File: src/rtl/core/awtr_pkg.sv
package awtr_pkg;

  localparam int DEF_TABLE_ENTRIES = 16;
  localparam int DEF_PATTERN_BYTES = 64;
  localparam int DEF_ANSWER_BYTES  = 32;
  localparam int DEF_FRAME_BYTES   = 256;

  localparam logic [2:0] CMD_PAT = 3'd0;
  localparam logic [2:0] CMD_ANS = 3'd1;
  localparam logic [2:0] CMD_LEN = 3'd2;
  localparam logic [2:0] CMD_DEF = 3'd3;
  localparam logic [2:0] CMD_FRM = 3'd4;

  localparam logic [1:0] SRC_TABLE = 2'd0;
  localparam logic [1:0] SRC_DEF   = 2'd1;
  localparam logic [1:0] SRC_PLAIN = 2'd2;

  localparam logic [1:0] CFG_ACTIVE = 2'd0;
  localparam logic [1:0] CFG_DEFLEN = 2'd1;

  localparam int         PCB_CID_BIT = 3;
  localparam logic [7:0] WILD_LEN    = 8'h01;
  localparam logic [7:0] SW1_OK      = 8'h90;
  localparam logic [7:0] SW2_OK      = 8'h00;

  typedef struct packed {
    logic [2:0] command;
    logic [3:0] entry_slot;
    logic [5:0] byte_position;
    logic [7:0] byte_value;
    logic       exact_flag;
    logic [6:0] pattern_length;
    logic [5:0] response_length;
    logic       frame_end;
  } in_item_t;

  typedef struct packed {
    logic [7:0] reply_byte;
    logic       reply_last;
    logic [1:0] reply_source;
    logic [3:0] matched_entry;
  } reply_t;

  function automatic int clog2s(int n);
    return (n > 1) ? $clog2(n) : 1;
  endfunction

endpackage

File: src/rtl/core/awtr_obuf.sv
module awtr_obuf import awtr_pkg::*; (
  input  logic   clk,
  input  logic   rst_n,
  input  logic   push,
  input  reply_t din,
  output logic   free,
  input  logic   out_ready,
  output logic   out_valid,
  output reply_t dout
);

  logic   valid_r;
  reply_t data_r;

  assign free      = !valid_r || out_ready;
  assign out_valid = valid_r;
  assign dout      = data_r;

  always_ff @(posedge clk) begin
    if (!rst_n) begin
      valid_r <= 1'b0;
    end else if (push) begin
      valid_r <= 1'b1;
    end else if (out_ready) begin
      valid_r <= 1'b0;
    end
  end

  always_ff @(posedge clk) begin
    if (push) begin
      data_r <= din;
    end
  end

endmodule

File: config.mk
export PLATFORM = sky130hd
export DESIGN_NAME = awtr_obuf
export DESIGN_NICKNAME = d
export VERILOG_FILES = /design/src/rtl/core/awtr_pkg.sv /design/src/rtl/core/awtr_obuf.sv
export SDC_FILE = /design/constraint.sdc
export NUM_CORES = 1
export LEC_CHECK = 0
export CORE_AREA = 3 3 40 42
export DETAILED_ROUTE_END_ITERATION = 10
export DIE_AREA = 0 0 43 45
export DONT_BUFFER_PORTS = 1
export GPL_ROUTABILITY_DRIVEN = 0
export GPL_TIMING_DRIVEN = 0
export HOLD_SLACK_MARGIN = 0.08
export PLACE_DENSITY = 0.54
export SLEW_MARGIN = 20
export SYNTH_ARGS = -nofsm -noshare
export SYNTH_HDL_FRONTEND = slang
export SYNTH_SLANG_ARGS = --single-unit
export TNS_END_PERCENT = 50
File: constraint.sdc
create_clock -name clk -period 0.9 [get_ports clk]
set_input_delay 0.09 -clock clk [delete_from_list [all_inputs] [get_ports clk]]
set_output_delay 0.09 -clock clk [all_outputs]
set_load 0.005 [all_outputs]
### After elaboration in Yosys (flattened, before gate mapping)

Cells that the tools add are included.

* multiplexer cells: 2
* reduce and logical (&&, ||, !) cells: 3

Operators by type and width (number)
* 1-bit 2-to-1 mux: 2
* 2-bit nonzero test: 1
* 1-bit logical NOT: 1
* 1-bit logical OR: 1

* flip-flop bits (word level): 16
* input port bits: 19
* output and inout port bits: 17
* word-level logic and storage cells: 10

### Depth between registers and ports, before layout

* word-level depth: 2
* mapped depth: 2
* mapped depth without buffers: 2

### Worst setup path after synthesis

No wires, ideal clock.

* path type: register -> register
* start: register out_valid (netlist name)
* end: register valid_r, in the netlist out_valid
* setup time: 0.066 ns
* arrival time: 0.543 ns
* required time: 0.834 ns
* slack: 0.292 ns
* cell stages (with the launch flop): 3
* buffers on the path: 0
* clock period less this slack: 0.608 ns
* path through: dfxtp_1 > nand2b_4 > a21boi_2

RTL lines
* end signal, assigned: RTL line awtr_obuf.sv:21 `valid_r <= 1'b0;`
* end signal, assigned: RTL line awtr_obuf.sv:23 `valid_r <= 1'b1;`
* end signal, assigned: RTL line awtr_obuf.sv:25 `valid_r <= 1'b0;`
* end, declared: RTL line awtr_obuf.sv:12 `logic valid_r;`

### Final worst setup path

* start: input out_ready
* end: output free

* cells in the longest elaborated chain, start to end: 1

RTL lines
* start, declared: RTL line awtr_obuf.sv:7 `input logic out_ready,`
* 1-bit logical OR: RTL line awtr_obuf.sv:15 `assign free = !valid_r || out_ready;`
* end, declared: RTL line awtr_obuf.sv:6 `output logic free,`

No other way between the ends.

==> out/metrics.sh <==
RESULT_OF_THE_RUN='finished, violations left'
FAILED_CHECKS='negative hold slack'
CRITPATHARRIVALTIME_NS=0.78
CHIPHEIGHT_UM=45
SYNTH-XOR-AREA-SHARE=0
ROUTE.VIAS.TOTAL=252
WORSTPATHMAXFANOUT=2
FP-ROW-COUNT=13
TIMING_MAX_TRANSITION_VIOLATIONS_FINAL=0
HOLD_PATH_END='dout[9]$_DFFE_PP_'
HOLD_PATH_CLASS='input port to flop'
PLACEDINSTANCEAREA_UM2=518
GRTUSAGETOTAL=0.0983
COMBINATIONAL_FAMILY_WITH_THE_MOST_AREA_AFTER_SYNTHESIS='simple AND/OR/NAND/NOR gates'
FIN_TNS_SETUP_NS=0
CRITICAL_PATH.CELL_CHAIN='dlygate4sd3_1 -> nand2b_4'
WORST-SLEW-PIN-TRANSITION_NS=0.0998
SYNTHMUXAREASHARE=0
HTREEDEPTH=1
CTS-ROOT-TO-SINK-BUFFERS=2
ROUTE.DETAILED.WL_PER_INST_UM=15.0
SYNTH.FF_LATCH_COUNT=16
SYNTH_ASYNC_SR_FLOP_SHARE=0
MIN-DELAY-START='push'
DESIGN_AREA_UM2=736
AREAGROWTHSYNTHTOFINISH_PCT=47.4
POST_ROUTE_CELLS_DRIVE_ABOVE_1_SHARE=0.171
FIRST_ITER_VIOLATIONS=0
POST_SYNTH_INSTANCE_AREA_UM2=499
DIE_WIDTH_UM=43
CRITICAL-PATH-TOP-DELAY-FAMILY='buffers and inverters'
SYNTH_TOP_FLOP_CELL='sky130_fd_sc_hd__edfxtp_1'
CLOCK_SKEW_NS=0
MAX_CAP_VIOL_COUNT=0
WORSTPATHBUFFERINVERTERCOUNT=1
CP.REQUIRED_NS=0.81
POWERDENSITY_nW_PER_UM2=1940
FINAL_ANTENNA_NET_COUNT=0
YS_TOP_CELLS_BY_AREA='sky130_fd_sc_hd__edfxtp_1 (90%), sky130_fd_sc_hd__dfxtp_1 (4.0%), sky130_fd_sc_hd__nand2b_4 (2.8%)'
SYNTHESIS.NETS=38
CTS.REPAIR_TIMING.SETUP_BUFFER_COUNT=0
NUMBER_OF_INSTANCES_ON_THE_WORST_HOLD_PATH=0
ANTENNA_FOUND_INITIAL=0
HOLD_BUFFERS=18
CTS_TREE='done'
POST_SYNTH_MOST_FREQUENT_CELLS='sky130_fd_sc_hd__edfxtp_1 (15), sky130_fd_sc_hd__a21boi_2 (1), sky130_fd_sc_hd__dfxtp_1 (1), sky130_fd_sc_hd__inv_1 (1), sky130_fd_sc_hd__nand2b_4 (1)'
YS_TYPES=5
FINAL_CRITICAL_PATH_SETUP_SLACK_NS=0.0282
SYNTH_AREA_PER_CELL_UM2=26.3
CRITICAL_PATH.MAX_STAGE_DELAY_NS=0.54
GRT_SETUP_UNREPAIRED='false'
DP_SLACK_NS=0.254
YOSYSMOSTFREQUENTCELL='sky130_fd_sc_hd__edfxtp_1'
CRIT_SLOWEST_CELL='sky130_fd_sc_hd__dlygate4sd3_1'
GLOBAL_ROUTE_WIRE_LENGTH_BEFORE_REPAIR_UM=1310
POST_SYNTH_FA_HA_MAJ_AREA_FRACTION=0
FINALWORSTPATHREQUIREDPERIOD_NS=0.872
SYNTH_SEQUENTIAL_AREA_RATIO=0.942
FILLERINSTANCES=102
WORSTSETUPSTARTPOINTTYPE='input port'
SETUP-VIOLATIONS-FINAL=0
SYNTH_SIMPLE_GATE_AREA_FRAC=0.0276
WORSTSKEWPAIRLATENCY_NS=0.27
MAXCLOCKFREQUENCY_GHz=1.15
FIRST_PASS_ITERS=1
PATH_CLK_SLEW_NS=0.09
TIMING.MAX_SLEW.REL_SLACK=0.934
DRC=0
FIN_HOLD_WS_NS=-0.0768
NUMCTSBUFFERS=3
LARGEST_NET_DEGREE_AT_THE_START_OF_GLOBAL_ROUTING=17
EFFECTIVE_UTILIZATION_AT_FLOORPLAN=0.389
FINAL-HOLD-VIOLATION-COUNT=15
NNETSFINAL=61
YOSYSWARNINGS=0
FF2FF_PATH_DEPTH=2
TOTALWIRELENGTH_UM=841
SYN-INSTANCE-COUNT=19
MAX-VDD-IR-DROP_uV=776
REGTOREGENDPOINT='out_valid$_SDFFE_PN0P_'
CRITPATHKIND='input port to output pin'
VIA_PER_INST=4.50
SYNTH_TOP_AREA_SHARE=0.902
PORTBUFS=0
TOTAL_POWER_uW=1430
SETUP.REG_TO_REG.WORST_SLACK_NS=0.28
SYNTH.LARGEST_AREA_CELL='sky130_fd_sc_hd__edfxtp_1'
DIE_AREA_UM2=1940
ANTENNA_CELLS=0
DESIGN.PORTCOUNT=36
SYNTH_ENABLE_FLOP_CELLS=15
FIN_CRIT_SH=0.969
POWER_LEAKAGE_uW=0.000268
CTSROOTBUFFERMASTER='sky130_fd_sc_hd__clkbuf_4'
SYNTH_COMPOUND_GATE_AREA_SHARE=0.0226
CTS_NUM_SINKS=16
WORST_R2R_STARTPOINT='out_valid$_SDFFE_PN0P_'
VIAS_IN_THE_FIRST_GLOBAL_ROUTE=275
CRITICAL_PATH_CAPTURE_POINT_TYPE='output pin'
FINAL_GLOBAL_ROUTE_OVERFLOW_TOTAL=0
PLACEABLECOREAREA_UM2=1280
per-layer routing:
layer	wire length [µm]	up-vias	global-route usage
li1	-	117	-
met1	281	115	0.0938
met2	488	20	0.177
met3	71	0	0.0319
met4	0	0	0.0723
met5	0	-	0
worst max-delay path by stage:
stage | from | to | slack (ns) | cells after the start
finish | out_ready | free | 0.03 | 2
global route | out_ready | free | 0.02 | 2
CTS | out_ready | free | 0.03 | 2
detailed placement | out_valid$_SDFFE_PN0P_ | out_valid$_SDFFE_PN0P_ | 0.25 | 2
global placement | out_valid$_SDFFE_PN0P_ | out_valid$_SDFFE_PN0P_ | 0.26 | 2
floorplan | out_valid$_SDFFE_PN0P_ | out_valid$_SDFFE_PN0P_ | 0.29 | 2
state kept, by name (all words and copies together), names as in the netlist:
signal,count
dout,15
out_valid,1
power breakdown:
group	leakage (µW)	internal, µW	total, µW	switching [µW]
clock network	0.0000210	246	448	203
registers	0.000155	879	909	30.3
logic	0.0000912	57.7	70.1	12.4
cell usage in the layout (no fill, tap or decap):
master	count
sky130_fd_sc_hd__a21boi_2	1
sky130_fd_sc_hd__clkbuf_4	3
sky130_fd_sc_hd__clkbuf_8	1
sky130_fd_sc_hd__dfxtp_2	1
sky130_fd_sc_hd__dlygate4sd3_1	18
sky130_fd_sc_hd__edfxtp_1	15
sky130_fd_sc_hd__inv_1	1
sky130_fd_sc_hd__nand2b_4	1
per-stage QoR:
| step | utilization | std cells |
|---|---|---|
| 3_5_place_dp | 0.403 | 34 |
| 5_1_grt | 0.573 | 56 |
| 6_report | 0.573 | 56 |
| 2_1_floorplan | - | 19 |
| 3_3_place_gp | 0.403 | 34 |
| 4_1_cts | 0.572 | 56 |
area by class of cell:
class / count / area, µm² / share of cell area
Tap cell: 15 / 18.8 / 0.0255
Timing Repair Buffer: 18 / 180 / 0.245
Clock buffer: 4 / 36.3 / 0.0493
Multi-Input combinational cell: 2 / 25.0 / 0.0340
Sequential cell: 16 / 472 / 0.641
Inverter: 1 / 3.75 / 0.00510
kinds of logic after synthesis:
family / after synthesis
AO/OA/AOI/OAI: 1
buffers and inverters: 1
flip-flops: 16
AND/OR/NAND/NOR: 1
what timing repair did:
item	in CTS	in global routing
gates resized for setup	0	1
setup endpoints to repair	0	1
endpoints found under the hold margin	31	15
No activity file was read; power rests on OpenSTA's default activity.
